## src/rtl/amtp_pkg.sv

```systemverilog
// ----------------------------------------------------------------------------
// amtp_pkg
// Shared constants for the audio mix tone picker: register indexes, reset
// values and the fixed widths of the tone arithmetic.
// ----------------------------------------------------------------------------
package amtp_pkg;

   // Configuration register indexes
   localparam logic [2:0] REG_SILENCE_LEVEL  = 3'd0;
   localparam logic [2:0] REG_MIN_TONE_HZ    = 3'd1;
   localparam logic [2:0] REG_MAX_TONE_HZ    = 3'd2;
   localparam logic [2:0] REG_SAMPLE_RATE_HZ = 3'd3;
   localparam logic [2:0] REG_BASS_HOLD      = 3'd4;
   localparam logic [2:0] REG_MELODY_HOLD    = 3'd5;
   localparam logic [2:0] REG_FALLBACK_HOLD  = 3'd6;

   // Register reset values
   localparam logic [15:0] RST_SILENCE_LEVEL  = 16'd256;
   localparam logic [15:0] RST_MIN_TONE_HZ    = 16'd40;
   localparam logic [15:0] RST_MAX_TONE_HZ    = 16'd12000;
   localparam logic [17:0] RST_SAMPLE_RATE_HZ = 18'd44100;
   localparam logic [7:0]  RST_BASS_HOLD      = 8'd6;
   localparam logic [7:0]  RST_MELODY_HOLD    = 8'd5;
   localparam logic [7:0]  RST_FALLBACK_HOLD  = 8'd8;

   // Quotient width of the voice and estimate divisions
   localparam int QW = 18;
   // Voice frequency numerator, 131072
   localparam logic [QW-1:0] VOICE_NUM = 18'h20000;
   // Period base, 2048
   localparam logic [11:0] PERIOD_BASE = 12'h800;

   // Register snapshot bits
   localparam int MS_POWER_BIT = 7;
   localparam logic [7:0] ENV_VOLUME_MASK = 8'hF0;
   localparam int DAC_ON_BIT = 7;
   localparam logic [7:0] WAVE_LEVEL_MASK = 8'h60;

   // Voice indexes
   localparam logic [1:0] VOICE_SQ1  = 2'd0;
   localparam logic [1:0] VOICE_SQ2  = 2'd1;
   localparam logic [1:0] VOICE_WAVE = 2'd2;

endpackage

```

## src/rtl/audio_mix_to_tone_picker.sv

```systemverilog
// ----------------------------------------------------------------------------
// audio_mix_to_tone_picker
// Picks one or two speaker tones per frame from a PCM mix and a snapshot of
// sound-chip voice registers.
// ----------------------------------------------------------------------------
// Usage:
//  - req_ channel: an item is taken when req_valid is high and req_stall low.
//    A sample item (req_action 0) updates the frame totals and yields
//    nothing; the next item may follow at once.
//  - A frame-end item (req_action 1) latches the totals and snapshot, clears
//    the totals and starts a sequencer over one shift-add adder and one
//    restoring divider: two multiplies, then COUNT_WIDTH + 18 divide
//    steps for the crossing estimate and 3 x 18 for the voice periods.
//    A silent frame skips the rest after the first multiply.
//    The divider yields one quotient bit a cycle.
//  - req_stall stays high from the frame end until every tone is taken.
//  - rsp_ channel: one or two tones, held in an output register while
//    rsp_stall is high; rsp_last_tone marks the final tone of the frame.
//  - csr_ channel: always ready; user writes only while the block is idle; unenforced.
//  - reset (synchronous) clears totals, sign history, arpeggio phase and
//    loads the register defaults.
// ----------------------------------------------------------------------------
module audio_mix_to_tone_picker #(
   parameter int COUNT_WIDTH  = 32,
   parameter int ENERGY_WIDTH = 48
) (
   input  logic               clock,
   input  logic               reset,
   // input items
   input  logic               req_valid,
   output logic               req_stall,
   input  logic               req_action,
   input  logic signed [15:0] req_left_sample,
   input  logic signed [15:0] req_right_sample,
   input  logic [7:0]         req_master_status,
   input  logic [7:0]         req_square1_envelope,
   input  logic [10:0]        req_square1_period,
   input  logic [7:0]         req_square2_envelope,
   input  logic [10:0]        req_square2_period,
   input  logic [7:0]         req_wave_dac_control,
   input  logic [7:0]         req_wave_level_code,
   input  logic [10:0]        req_wave_period,
   // result items
   output logic               rsp_valid,
   input  logic               rsp_stall,
   output logic [15:0]        rsp_tone_hz,
   output logic [7:0]         rsp_hold_ms,
   output logic               rsp_last_tone,
   // configuration writes
   input  logic               csr_valid,
   output logic               csr_ready,
   input  logic [2:0]         csr_index,
   input  logic [17:0]        csr_data
);

   localparam int CW  = COUNT_WIDTH;
   localparam int EW  = ENERGY_WIDTH;
   localparam int QW  = amtp_pkg::QW;
   localparam int PW  = CW + QW;
   localparam int CMW = (PW > EW) ? PW : EW;
   localparam int SW  = $clog2(PW + 1);

   localparam logic [2:0] S_IDLE = 3'd0;
   localparam logic [2:0] S_MULS = 3'd1;
   localparam logic [2:0] S_CHK  = 3'd2;
   localparam logic [2:0] S_MULR = 3'd3;
   localparam logic [2:0] S_DIVE = 3'd4;
   localparam logic [2:0] S_DIVV = 3'd5;
   localparam logic [2:0] S_EMIT = 3'd6;
   localparam logic [2:0] S_WAIT = 3'd7;

   localparam logic [SW-1:0] LAST_SIL  = SW'(15);
   localparam logic [SW-1:0] LAST_RATE = SW'(QW - 1);
   localparam logic [SW-1:0] LAST_EST  = SW'(PW - 1);
   localparam logic [SW-1:0] LAST_VOX  = SW'(QW - 1);

   // configuration registers
   logic [15:0] silence_ff, min_hz_ff, max_hz_ff;
   logic [17:0] rate_ff;
   logic [7:0]  bass_ms_ff, mel_ms_ff, fb_ms_ff;

   // frame totals and history
   logic [CW-1:0] cross_ff, cross_in, nsamp_ff, nsamp_in;
   logic [EW-1:0] energy_ff, energy_in;
   logic          prev_neg_ff, prev_neg_in, have_prev_ff, have_prev_in;
   logic          phase_ff, phase_in;

   // latched frame
   logic [CW-1:0] n_ff, n_in, zc_ff, zc_in;
   logic [EW-1:0] e_ff, e_in;
   logic [7:0]    ms_ff, ms_in;
   logic          env1_ff, env1_in, env2_ff, env2_in, wav_ff, wav_in;
   logic [10:0]   p1_ff, p1_in, p2_ff, p2_in, pw_ff, pw_in;

   // sequencer and shared arithmetic
   logic [2:0]    state_ff, state_in;
   logic [SW-1:0] step_ff, step_in;
   logic [1:0]    voice_ff, voice_in;
   logic [PW-1:0] acc_ff, acc_in, acc_step;
   logic [CW-1:0] mcand_ff, mcand_in;
   logic [QW-1:0] mplier_ff, mplier_in;
   logic [PW-1:0] dvd_ff, dvd_in;
   logic [CW:0]   rem_ff, rem_in, rem_sh, rem_step;
   logic [CW-1:0] dsr_ff, dsr_in;
   logic [QW-1:0] q_ff, q_in, q_step;
   logic          qov_ff, qov_in, qov_step;
   logic          div_ge;

   // frame results
   logic          aud_ff, aud_in;
   logic [QW-2:0] est_ff, est_in;
   logic          est_ov_ff, est_ov_in;
   logic [QW-1:0] f1_ff, f1_in, f2_ff, f2_in, fw_ff, fw_in;

   // output register and second tone
   logic          rsp_valid_ff, rsp_valid_in;
   logic [15:0]   tone_ff, tone_in, tone2_ff, tone2_in;
   logic [7:0]    hold_ff, hold_in, hold2_ff, hold2_in;
   logic          last_ff, last_in, have2_ff, have2_in;

   // sample datapath
   logic [16:0]   mono, mag;
   logic [EW:0]   esum;
   logic          in_take;

   // emit decisions
   logic          a1, a2, aw, mel, est_ok;
   logic [QW-1:0] fmel;

   assign req_stall     = (state_ff != S_IDLE);
   assign csr_ready     = 1'b1;
   assign rsp_valid     = rsp_valid_ff;
   assign rsp_tone_hz   = tone_ff;
   assign rsp_hold_ms   = hold_ff;
   assign rsp_last_tone = last_ff;
   assign in_take       = req_valid && !req_stall;

   function automatic logic [11:0] period_div(input logic [10:0] p);
      period_div = amtp_pkg::PERIOD_BASE - {1'b0, p};
   endfunction

   function automatic logic in_rng(input logic [QW-1:0] f, input logic [15:0] lo,
                                   input logic [15:0] hi);
      in_rng = (f >= QW'(lo)) && (f <= QW'(hi));
   endfunction

   // configuration writes
   always_ff @(posedge clock) begin
      if (reset) begin
         silence_ff <= amtp_pkg::RST_SILENCE_LEVEL;
         min_hz_ff  <= amtp_pkg::RST_MIN_TONE_HZ;
         max_hz_ff  <= amtp_pkg::RST_MAX_TONE_HZ;
         rate_ff    <= amtp_pkg::RST_SAMPLE_RATE_HZ;
         bass_ms_ff <= amtp_pkg::RST_BASS_HOLD;
         mel_ms_ff  <= amtp_pkg::RST_MELODY_HOLD;
         fb_ms_ff   <= amtp_pkg::RST_FALLBACK_HOLD;
      end else if (csr_valid && csr_ready) begin
         unique case (csr_index)
            amtp_pkg::REG_SILENCE_LEVEL:  silence_ff <= csr_data[15:0];
            amtp_pkg::REG_MIN_TONE_HZ:    min_hz_ff  <= csr_data[15:0];
            amtp_pkg::REG_MAX_TONE_HZ:    max_hz_ff  <= csr_data[15:0];
            amtp_pkg::REG_SAMPLE_RATE_HZ: rate_ff    <= csr_data;
            amtp_pkg::REG_BASS_HOLD:      bass_ms_ff <= csr_data[7:0];
            amtp_pkg::REG_MELODY_HOLD:    mel_ms_ff  <= csr_data[7:0];
            amtp_pkg::REG_FALLBACK_HOLD:  fb_ms_ff   <= csr_data[7:0];
            default: ;
         endcase
      end
   end

   // mono mix, magnitude and saturating energy sum
   always_comb begin
      mono = {req_left_sample[15], req_left_sample[15], req_left_sample[15:1]}
           + {req_right_sample[15], req_right_sample[15], req_right_sample[15:1]};
      mag  = mono[16] ? (17'd0 - mono) : mono;
      esum = {1'b0, energy_ff} + (EW+1)'(mag);
   end

   // shared adder step and divider step
   always_comb begin
      acc_step = {acc_ff[PW-2:0], 1'b0} + (mplier_ff[QW-1] ? PW'(mcand_ff) : '0);
      rem_sh   = {rem_ff[CW-1:0], dvd_ff[PW-1]};
      div_ge   = (rem_sh >= {1'b0, dsr_ff});
      rem_step = div_ge ? (rem_sh - {1'b0, dsr_ff}) : rem_sh;
      q_step   = {q_ff[QW-2:0], div_ge};
      qov_step = qov_ff | q_ff[QW-1];
   end

   // voice audibility and tone choice
   always_comb begin
      a1  = ms_ff[amtp_pkg::MS_POWER_BIT] && ms_ff[0] && env1_ff
            && in_rng(f1_ff, min_hz_ff, max_hz_ff);
      a2  = ms_ff[amtp_pkg::MS_POWER_BIT] && ms_ff[1] && env2_ff
            && in_rng(f2_ff, min_hz_ff, max_hz_ff);
      aw  = ms_ff[amtp_pkg::MS_POWER_BIT] && ms_ff[2] && wav_ff
            && in_rng(fw_ff, min_hz_ff, max_hz_ff);
      mel = a1 || a2;
      if (a1 && a2) fmel = phase_ff ? f2_ff : f1_ff;
      else          fmel = a1 ? f1_ff : f2_ff;
      est_ok = !est_ov_ff && in_rng({1'b0, est_ff}, min_hz_ff, max_hz_ff);
   end

   // sequencer
   always_comb begin
      state_in = state_ff;  step_in = step_ff;  voice_in = voice_ff;
      cross_in = cross_ff;  nsamp_in = nsamp_ff;  energy_in = energy_ff;
      prev_neg_in = prev_neg_ff;  have_prev_in = have_prev_ff;  phase_in = phase_ff;
      n_in = n_ff;  zc_in = zc_ff;  e_in = e_ff;  ms_in = ms_ff;
      env1_in = env1_ff;  env2_in = env2_ff;  wav_in = wav_ff;
      p1_in = p1_ff;  p2_in = p2_ff;  pw_in = pw_ff;
      acc_in = acc_ff;  mcand_in = mcand_ff;  mplier_in = mplier_ff;
      dvd_in = dvd_ff;  rem_in = rem_ff;  dsr_in = dsr_ff;
      q_in = q_ff;  qov_in = qov_ff;
      aud_in = aud_ff;  est_in = est_ff;  est_ov_in = est_ov_ff;
      f1_in = f1_ff;  f2_in = f2_ff;  fw_in = fw_ff;
      rsp_valid_in = rsp_valid_ff;  tone_in = tone_ff;  hold_in = hold_ff;
      last_in = last_ff;  tone2_in = tone2_ff;  hold2_in = hold2_ff;
      have2_in = have2_ff;

      unique case (state_ff)
         S_IDLE: begin
            if (in_take && !req_action) begin
               // sample item
               if (mono != 17'd0) begin
                  if (have_prev_ff && (mono[16] != prev_neg_ff) && (cross_ff != '1))
                     cross_in = cross_ff + CW'(1);
                  prev_neg_in  = mono[16];
                  have_prev_in = 1'b1;
               end
               energy_in = esum[EW] ? '1 : esum[EW-1:0];
               if (nsamp_ff != '1) nsamp_in = nsamp_ff + CW'(1);
            end else if (in_take) begin
               // frame end: latch and clear totals
               n_in = nsamp_ff;  zc_in = cross_ff;  e_in = energy_ff;
               cross_in = '0;  nsamp_in = '0;  energy_in = '0;
               ms_in   = req_master_status;
               env1_in = (req_square1_envelope & amtp_pkg::ENV_VOLUME_MASK) != 8'd0;
               env2_in = (req_square2_envelope & amtp_pkg::ENV_VOLUME_MASK) != 8'd0;
               wav_in  = req_wave_dac_control[amtp_pkg::DAC_ON_BIT]
                         && ((req_wave_level_code & amtp_pkg::WAVE_LEVEL_MASK) != 8'd0);
               p1_in = req_square1_period;  p2_in = req_square2_period;
               pw_in = req_wave_period;
               acc_in = '0;  mcand_in = nsamp_ff;  mplier_in = {silence_ff, 2'b00};
               step_in = '0;
               state_in = S_MULS;
            end
         end
         S_MULS: begin
            // silence_level * n, MSB first
            acc_in = acc_step;  mplier_in = {mplier_ff[QW-2:0], 1'b0};
            step_in = step_ff + SW'(1);
            if (step_ff == LAST_SIL) state_in = S_CHK;
         end
         S_CHK: begin
            aud_in = (n_ff != '0) && (CMW'(e_ff) >= CMW'(acc_ff));
            acc_in = '0;  mcand_in = zc_ff;  mplier_in = rate_ff;  step_in = '0;
            state_in = aud_in ? S_MULR : S_EMIT;
         end
         S_MULR: begin
            // crossings * sample rate
            acc_in = acc_step;  mplier_in = {mplier_ff[QW-2:0], 1'b0};
            step_in = step_ff + SW'(1);
            if (step_ff == LAST_RATE) begin
               dvd_in = acc_step;  rem_in = '0;  dsr_in = n_ff;
               q_in = '0;  qov_in = 1'b0;  step_in = '0;
               state_in = S_DIVE;
            end
         end
         S_DIVE: begin
            // (crossings * rate) / n, quotient kept narrow with overflow flag
            dvd_in = {dvd_ff[PW-2:0], 1'b0};  rem_in = rem_step;
            q_in = q_step;  qov_in = qov_step;  step_in = step_ff + SW'(1);
            if (step_ff == LAST_EST) begin
               est_in = q_step[QW-1:1];  est_ov_in = qov_step;
               dvd_in = {amtp_pkg::VOICE_NUM, CW'(0)};  rem_in = '0;
               dsr_in = CW'(period_div(p1_ff));  q_in = '0;  qov_in = 1'b0;
               step_in = '0;  voice_in = amtp_pkg::VOICE_SQ1;
               state_in = S_DIVV;
            end
         end
         S_DIVV: begin
            // 131072 / (2048 - period) for each voice
            dvd_in = {dvd_ff[PW-2:0], 1'b0};  rem_in = rem_step;
            q_in = q_step;  qov_in = qov_step;  step_in = step_ff + SW'(1);
            if (step_ff == LAST_VOX) begin
               dvd_in = {amtp_pkg::VOICE_NUM, CW'(0)};  rem_in = '0;
               q_in = '0;  qov_in = 1'b0;  step_in = '0;
               unique case (voice_ff)
                  amtp_pkg::VOICE_SQ1: begin
                     f1_in = q_step;  voice_in = amtp_pkg::VOICE_SQ2;
                     dsr_in = CW'(period_div(p2_ff));
                  end
                  amtp_pkg::VOICE_SQ2: begin
                     f2_in = q_step;  voice_in = amtp_pkg::VOICE_WAVE;
                     dsr_in = CW'(period_div(pw_ff));
                  end
                  default: begin
                     fw_in = q_step;  state_in = S_EMIT;
                  end
               endcase
            end
         end
         S_EMIT: begin
            rsp_valid_in = 1'b1;  last_in = 1'b1;  have2_in = 1'b0;
            tone_in = '0;  hold_in = '0;
            if (!aud_ff) begin
               // silent frame
            end else if (!mel && !aw) begin
               if (est_ok) begin
                  tone_in = est_ff[15:0];  hold_in = fb_ms_ff;
               end
            end else if (aw) begin
               tone_in = fw_ff[15:0];  hold_in = bass_ms_ff;  last_in = !mel;
               have2_in = mel;  tone2_in = fmel[15:0];  hold2_in = mel_ms_ff;
               if (mel) phase_in = !phase_ff;
            end else begin
               tone_in = fmel[15:0];  hold_in = mel_ms_ff;
               phase_in = !phase_ff;
            end
            state_in = S_WAIT;
         end
         S_WAIT: begin
            if (rsp_valid_ff && !rsp_stall) begin
               if (have2_ff) begin
                  tone_in = tone2_ff;  hold_in = hold2_ff;
                  last_in = 1'b1;  have2_in = 1'b0;
               end else begin
                  rsp_valid_in = 1'b0;
                  state_in = S_IDLE;
               end
            end
         end
         default: state_in = S_IDLE;
      endcase
   end

   // control registers
   always_ff @(posedge clock) begin
      if (reset) begin
         state_ff     <= S_IDLE;
         step_ff      <= '0;
         voice_ff     <= amtp_pkg::VOICE_SQ1;
         cross_ff     <= '0;
         nsamp_ff     <= '0;
         energy_ff    <= '0;
         prev_neg_ff  <= 1'b0;
         have_prev_ff <= 1'b0;
         phase_ff     <= 1'b0;
         rsp_valid_ff <= 1'b0;
         have2_ff     <= 1'b0;
      end else begin
         state_ff     <= state_in;
         step_ff      <= step_in;
         voice_ff     <= voice_in;
         cross_ff     <= cross_in;
         nsamp_ff     <= nsamp_in;
         energy_ff    <= energy_in;
         prev_neg_ff  <= prev_neg_in;
         have_prev_ff <= have_prev_in;
         phase_ff     <= phase_in;
         rsp_valid_ff <= rsp_valid_in;
         have2_ff     <= have2_in;
      end
   end

   // datapath registers
   always_ff @(posedge clock) begin
      n_ff <= n_in;  zc_ff <= zc_in;  e_ff <= e_in;  ms_ff <= ms_in;
      env1_ff <= env1_in;  env2_ff <= env2_in;  wav_ff <= wav_in;
      p1_ff <= p1_in;  p2_ff <= p2_in;  pw_ff <= pw_in;
      acc_ff <= acc_in;  mcand_ff <= mcand_in;  mplier_ff <= mplier_in;
      dvd_ff <= dvd_in;  rem_ff <= rem_in;  dsr_ff <= dsr_in;
      q_ff <= q_in;  qov_ff <= qov_in;
      aud_ff <= aud_in;  est_ff <= est_in;  est_ov_ff <= est_ov_in;
      f1_ff <= f1_in;  f2_ff <= f2_in;  fw_ff <= fw_in;
      tone_ff <= tone_in;  hold_ff <= hold_in;  last_ff <= last_in;
      tone2_ff <= tone2_in;  hold2_ff <= hold2_in;
   end

   // checks
   a_valid_in_wait: assert property (@(posedge clock) disable iff (reset)
      rsp_valid |-> (state_ff == S_WAIT))
      else $error("tone shown outside the wait state");

   a_pending_not_last: assert property (@(posedge clock) disable iff (reset)
      (rsp_valid && have2_ff) |-> !rsp_last_tone)
      else $error("last tone flagged with a second tone pending");

   a_frame_totals_clear: assert property (@(posedge clock) disable iff (reset)
      (in_take && req_action) |=> (nsamp_ff == '0) && (cross_ff == '0))
      else $error("frame end did not clear the totals");

endmodule
```

## config.mk

```make
export PLATFORM = sky130hd
export DESIGN_NAME = audio_mix_to_tone_picker
export DESIGN_NICKNAME = d
export VERILOG_FILES = /design/src/rtl/amtp_pkg.sv /design/src/rtl/audio_mix_to_tone_picker.sv
export SDC_FILE = /design/constraint.sdc
export NUM_CORES = 2
export LEC_CHECK = 0
export BUFFER_PORTS_ARGS = -buffer_cell sky130_fd_sc_hd__buf_2
export CAP_MARGIN = 20
export CORE_MARGIN = 2
export CORE_UTILIZATION = 69
export CTS_BUF_LIST = sky130_fd_sc_hd__clkbuf_4
export CTS_CLUSTER_DIAMETER = 30
export DETAILED_ROUTE_END_ITERATION = 16
export GPL_ROUTABILITY_DRIVEN = 0
export PLACE_DENSITY = 0.88
export RECOVER_POWER = 50
export SLEW_MARGIN = 20
export SYNTH_ARGS = -nofsm -noshare
export SYNTH_HDL_FRONTEND = slang
export SYNTH_SLANG_ARGS = --single-unit
```

## constraint.sdc

```tcl
create_clock -name clock -period 21.4 [get_ports clock]
set_clock_uncertainty 0.15 [all_clocks]
set_input_delay 3.21 -clock clock [delete_from_list [all_inputs] [get_ports clock]]
set_output_delay 3.21 -clock clock [all_outputs]
set_load 0.05 [all_outputs]
```

Word level (Yosys, flattened, before mapping):

Cells that the tools add are included.

* register bits after elaboration: 729
* bits of input ports: 132
* output and inout bits: 28
* word-level logic and storage cells: 280

* add/subtract/negate cells: 11
* $lt $le $gt $ge: 10
* equality and inequality tests: 35
* multiplexer cells: 95
* bitwise gates (word level): 4
* reductions and logical operators: 78

Operators with widths (count)
* two-way mux 32 bit: 16
* one-hot mux 50 bit (3 select lines): 2
* two-way mux 50 bit: 5
* one-hot mux 32 bit (3 select lines): 2
* two-way mux 16 bit: 9
* two-way mux 48 bit: 3
* one-hot mux 32 bit (2 select lines): 2
* one-hot mux 18 bit (3 select lines): 2
* two-way mux 18 bit: 5
* adder 32 x 1 -> 32 bit, second input constant: 2
* != test 32 bit, second input constant: 2
* greater-or-equal comparator 18 x 16 -> 1 bit: 3
* less-or-equal comparator 18 x 16 -> 1 bit: 3
* adder 50 x 32 -> 50 bit: 1
* greater-or-equal comparator 48 x 50 -> 1 bit: 1
* adder 48 x 17 -> 49 bit: 1
* two-way mux 8 bit: 6
* subtractor 12 x 11 -> 12 bit, first input constant: 3
* greater-or-equal comparator 33 x 32 -> 1 bit: 1
* AND reduction 3 bit: 11
* one-hot mux 16 bit (2 select lines): 1
* nonzero test 32 bit: 1
* subtractor 32 bit: 1
* two-way mux 3 bit: 10
* other kinds (43): 140

Logic depth before layout (Yosys ltp):

* depth after elaboration: 9
* gate-level depth with buffers: 22
* gate-level depth less buffers: 20

Least setup slack after synthesis:

No wires, ideal clock.

* path kind: register to register
* start point: reg step_ff[0]
* end point: reg dsr_ff[0] (enable)
* setup time: 387 ps
* data arrival time: 12568 ps
* required time: 20863 ps
* setup slack: 8295 ps
* stages on the path, launching flop included: 5
* buffers on the path: 0
* clock period less this slack: 13105 ps
* cell sequence: dfxtp_1 > ha_1 > nand3_1 > o41ai_1 > o211a_1

* cells in the longest elaborated chain, start to end: 3
* elaborated cells on any way between the ends: 6
* classes of those cells: eq/ne: 5; reduce/logical: 1

Ends and longest elaborated chain
* start, declared: RTL line audio_mix_to_tone_picker.sv:97 `logic [SW-1:0] step_ff, step_in;`
* start signal, assigned: RTL line audio_mix_to_tone_picker.sv:353 `step_ff <= step_in;`
* == test 6 bit or == test 6 x 5 -> 1 bit (tied branches): RTL line audio_mix_to_tone_picker.sv:273, audio_mix_to_tone_picker.sv:263, audio_mix_to_tone_picker.sv:285
* != test 2 bit (no source line)
* AND reduction 5 bit (no source line) (*)
* end signal, assigned: RTL line audio_mix_to_tone_picker.sv:372 `dvd_ff <= dvd_in; rem_ff <= rem_in; dsr_ff <= dsr_in;`
* end, declared: RTL line audio_mix_to_tone_picker.sv:104 `logic [CW-1:0] dsr_ff, dsr_in;`

Every way passes the cells marked *; elsewhere a longest branch is shown, timed or not.
A chain may end at the register's enable or synchronous reset.

Final worst setup path:

* start point: reg state_ff[2]
* end point: reg q_ff[7] (enable)

* cells in the longest elaborated chain, start to end: 3
* elaborated cells on any way between the ends: 6
* classes of those cells: eq/ne: 4; reduce/logical: 2

Ends and longest elaborated chain
* start, declared: RTL line audio_mix_to_tone_picker.sv:96 `logic [2:0] state_ff, state_in;`
* start signal, assigned: RTL line audio_mix_to_tone_picker.sv:352 `state_ff <= state_in;`
* == test 3 x 2 -> 1 bit or == test 3 bit (tied branches): RTL line audio_mix_to_tone_picker.sv:220 `unique case (state_ff)`
* != test 2 bit (no source line) or nonzero test 3 bit (tied branches)
* AND reduction 2 bit (no source line) (*)
* end signal, assigned: RTL line audio_mix_to_tone_picker.sv:373 `q_ff <= q_in; qov_ff <= qov_in;`
* end, declared: RTL line audio_mix_to_tone_picker.sv:105 `logic [QW-1:0] q_ff, q_in, q_step;`

Marks and branches as above.

==> reports/metrics.csv <==
metric;value;unit
cp_common_cell;clkbuf_1;
r2r_setup_slack;12.76;ns
critPathCaptureType;register;
whs;0.262;ns
synth-seq-cells;725;
max_freq;116;MHz
synth_top_family_by_area;compound AO/OA/AOI/OAI gates;
drc_errors;0;
ctsHoldBuffers;0;
startpoint;state_ff[2]$_SDFFE_PP0P_;
port_buffers;131;
clock_latency;1.10;ns
pre_cts_slack;11.85;ns
yosysTopAreaCell;edfxtp_1;
status;complete, but fails checks;
yosys.area_share.simple;0.153;
synth.most_common_cell;edfxtp_1;
timing.final.max_slew_violations;380;
totalWireLength;96000;um
hpwl;65600;um
setup.worst_path.end;q_ff[7]$_DFFE_PP_;
syn_inst;3689;
avgSynthCellArea;10.4;um^2
powerDensity;100;nW/um^2
placed_cells_incl_taps;4460;
synth-async-reset-ratio;0;
clock_path_buffers;3;
dr.pass1.iters;6;
synth_cell_types;86;
yosys_warnings;0;
gr-total-overflow;0;
ant_nets;0;
rsz0062_at_grt;false;
ys_dominant_reg_cell;edfxtp_1;
nets;4312;
cp_slowest_cell;clkbuf_1;
clkSlewWorstSetupHoldPaths;0.07;ns
peakVddDrop;87.0;uV
ctsRootBufferMaster;clkbuf_4;
setup_viol;0;
r2r_end;q_ff[7]$_DFFE_PP_;
muxShareOfSynthArea;0.0205;
die_area;57700;um^2
die_x;240;um
area_growth_syn_to_layout;10.0;%
cp.required;21.77;ns
synth.top_cell.area_share;0.395;
hp-class;reg2reg;
cap_violations;8;
criticalPathCategory;reg2reg;
post_cts_buffers;0;
period_needed;8.64;ns
pin_count;160;
critPathMaxFanout;74;
rr_startpoint;state_ff[2]$_SDFFE_PP0P_;
first_iter_violations;3258;
finalNonFillerCells;4810;
final_util;0.769;
wl_per_cell;20.0;um
syn_area;38500;um^2
grt_pass1_vias;30100;
reg2reg_depth;6;
violations;capacitance limit, slew limit;
ys_top_cells_by_count;edfxtp_1 (507), nand2_1 (411), ha_1 (279), a21oi_1 (254), nor2_1 (229);
cts_tree;done;
grt_usage;0.334;
cts.sinks;725;
layout-drive-gt1-share;0.130;
crit_chain;clkbuf_1, nand2b_2, clkbuf_1, o41ai_1, clkbuf_1, clkbuf_1;
grt_max_degree;108;
viasPerCell;6.39;
max_stage_delay;3.06;ns
stdcell_area;42400;um^2
cts_max_level;4;
die_h;240;um
tightest_slew;4.19;ns
setup_tns;0;ns
synthAdderAreaFrac;0.0927;
start_util;0.699;
fin_crit_sh;0.404;
synthTopCellsByArea;edfxtp_1 (40%), dfxtp_1 (11%), ha_1 (9.1%);
ys_seq_area_frac;0.509;
antenna_found_initial;3;
power;4.24;mW
synth-compound-area-share;0.160;
setup_ws;12.76;ns
hold_violations;0;
relSlewSlack;-1.79;
placementRows;86;
start_kind;register;
synth_edf_count;507;
vias;30700;
p_leak;16.3;nW
crit_arrival;9.01;ns
synthXorXnorAreaFrac;0.0343;
coreArea;55100;um^2
post_cts_resize_count;0;
synthesis.nets;4104;
place_area;39900;um^2
cts_made_buffers;182;
grt_pass1_wl;151000;um
## critical path: cells and delay by family (launching register included)
family,cells,cell delay [ns]
buf+inv,4,6.99
compound gates,1,0.48
flops,1,0.34
simple gates,1,0.08
## worst min path at each step
stage / slack [ns] / end / cells after the start / from
6_report: 0.26 / e_ff[27]$_DFFE_PP_ / 0 / energy_ff[27]$_SDFFE_PP0P_
5_1_grt: 0.28 / e_ff[27]$_DFFE_PP_ / 0 / energy_ff[27]$_SDFFE_PP0P_
4_1_cts: 0.27 / e_ff[27]$_DFFE_PP_ / 0 / energy_ff[27]$_SDFFE_PP0P_
3_5_place_dp: 0.26 / e_ff[27]$_DFFE_PP_ / 0 / energy_ff[27]$_SDFFE_PP0P_
3_3_place_gp: 0.26 / e_ff[29]$_DFFE_PP_ / 0 / energy_ff[29]$_SDFFE_PP0P_
2_1_floorplan: 0.26 / e_ff[27]$_DFFE_PP_ / 0 / energy_ff[27]$_SDFFE_PP0P_
## power breakdown
part	switching (mW)	internal [mW]	leakage (nW)	total, mW
clock	0.584	0.675	1.50	1.26
sequential	0.0990	1.74	6.46	1.84
combinational	0.709	0.436	8.35	1.14
## area by class of cell
type / count / area, um^2
flip-flops and latches: 725 / 19600
well taps: 748 / 936
fillers: 3587 / 12700
clock buffers: 281 / 2110
repair buffers: 170 / 882
clock inverters: 61 / 428
inverters: 165 / 624
diodes: 7 / 17.5
multi-input cells: 2653 / 17800
## kinds of logic after synthesis
logic type | after synthesis
multiplexers | 75
flip-flops | 725
adder cells (fa/ha/maj) | 283
AND/OR/NAND/NOR | 1201
buffers and inverters | 311
other | 2
AO/OA/AOI/OAI | 941
XOR/XNOR | 151
## layout by cell type, fill, tap and decap left out, types with 24 or more instances in the layout
master and count:
mux2i_1 45, nor2b_1 36, a211oi_1 58, a21oi_1 253, and2_1 69, and2_0 39
a21o_1 88, o211ai_1 24, nand3_1 79, nor2_1 224, o21ai_0 196, or3_1 39
o21a_1 27, xnor2_1 98, dfxtp_1 218, ha_1 279, inv_1 164, o31ai_1 26
a22o_1 36, clkbuf_4 281, a31oi_1 36, buf_2 129, nand4_1 53, and3_1 43
mux2_2 25, xor2_1 53, nor4_1 30, nor3_1 62, edfxtp_1 507, clkinv_1 36
nand2_1 411
## flip-flops by register name, indices dropped and copies added (netlist names), 32 cells and up
| signal | cells |
|---|---|
| acc_ff | 50 |
| dvd_ff | 50 |
| e_ff | 48 |
| energy_ff | 48 |
| cross_ff | 32 |
| dsr_ff | 32 |
| mcand_ff | 32 |
| n_ff | 32 |
| nsamp_ff | 32 |
| rem_ff | 32 |
| zc_ff | 32 |
## metal layers
layer  up-vias  share of wire  GRT usage
met5         -        0.00012          0
met4         2          0.050      0.183
met3       338          0.092     0.0729
met2      1611           0.48      0.544
met1     14500           0.38      0.415
li1      14300              -          -
(Power assumes the default switching activity.)
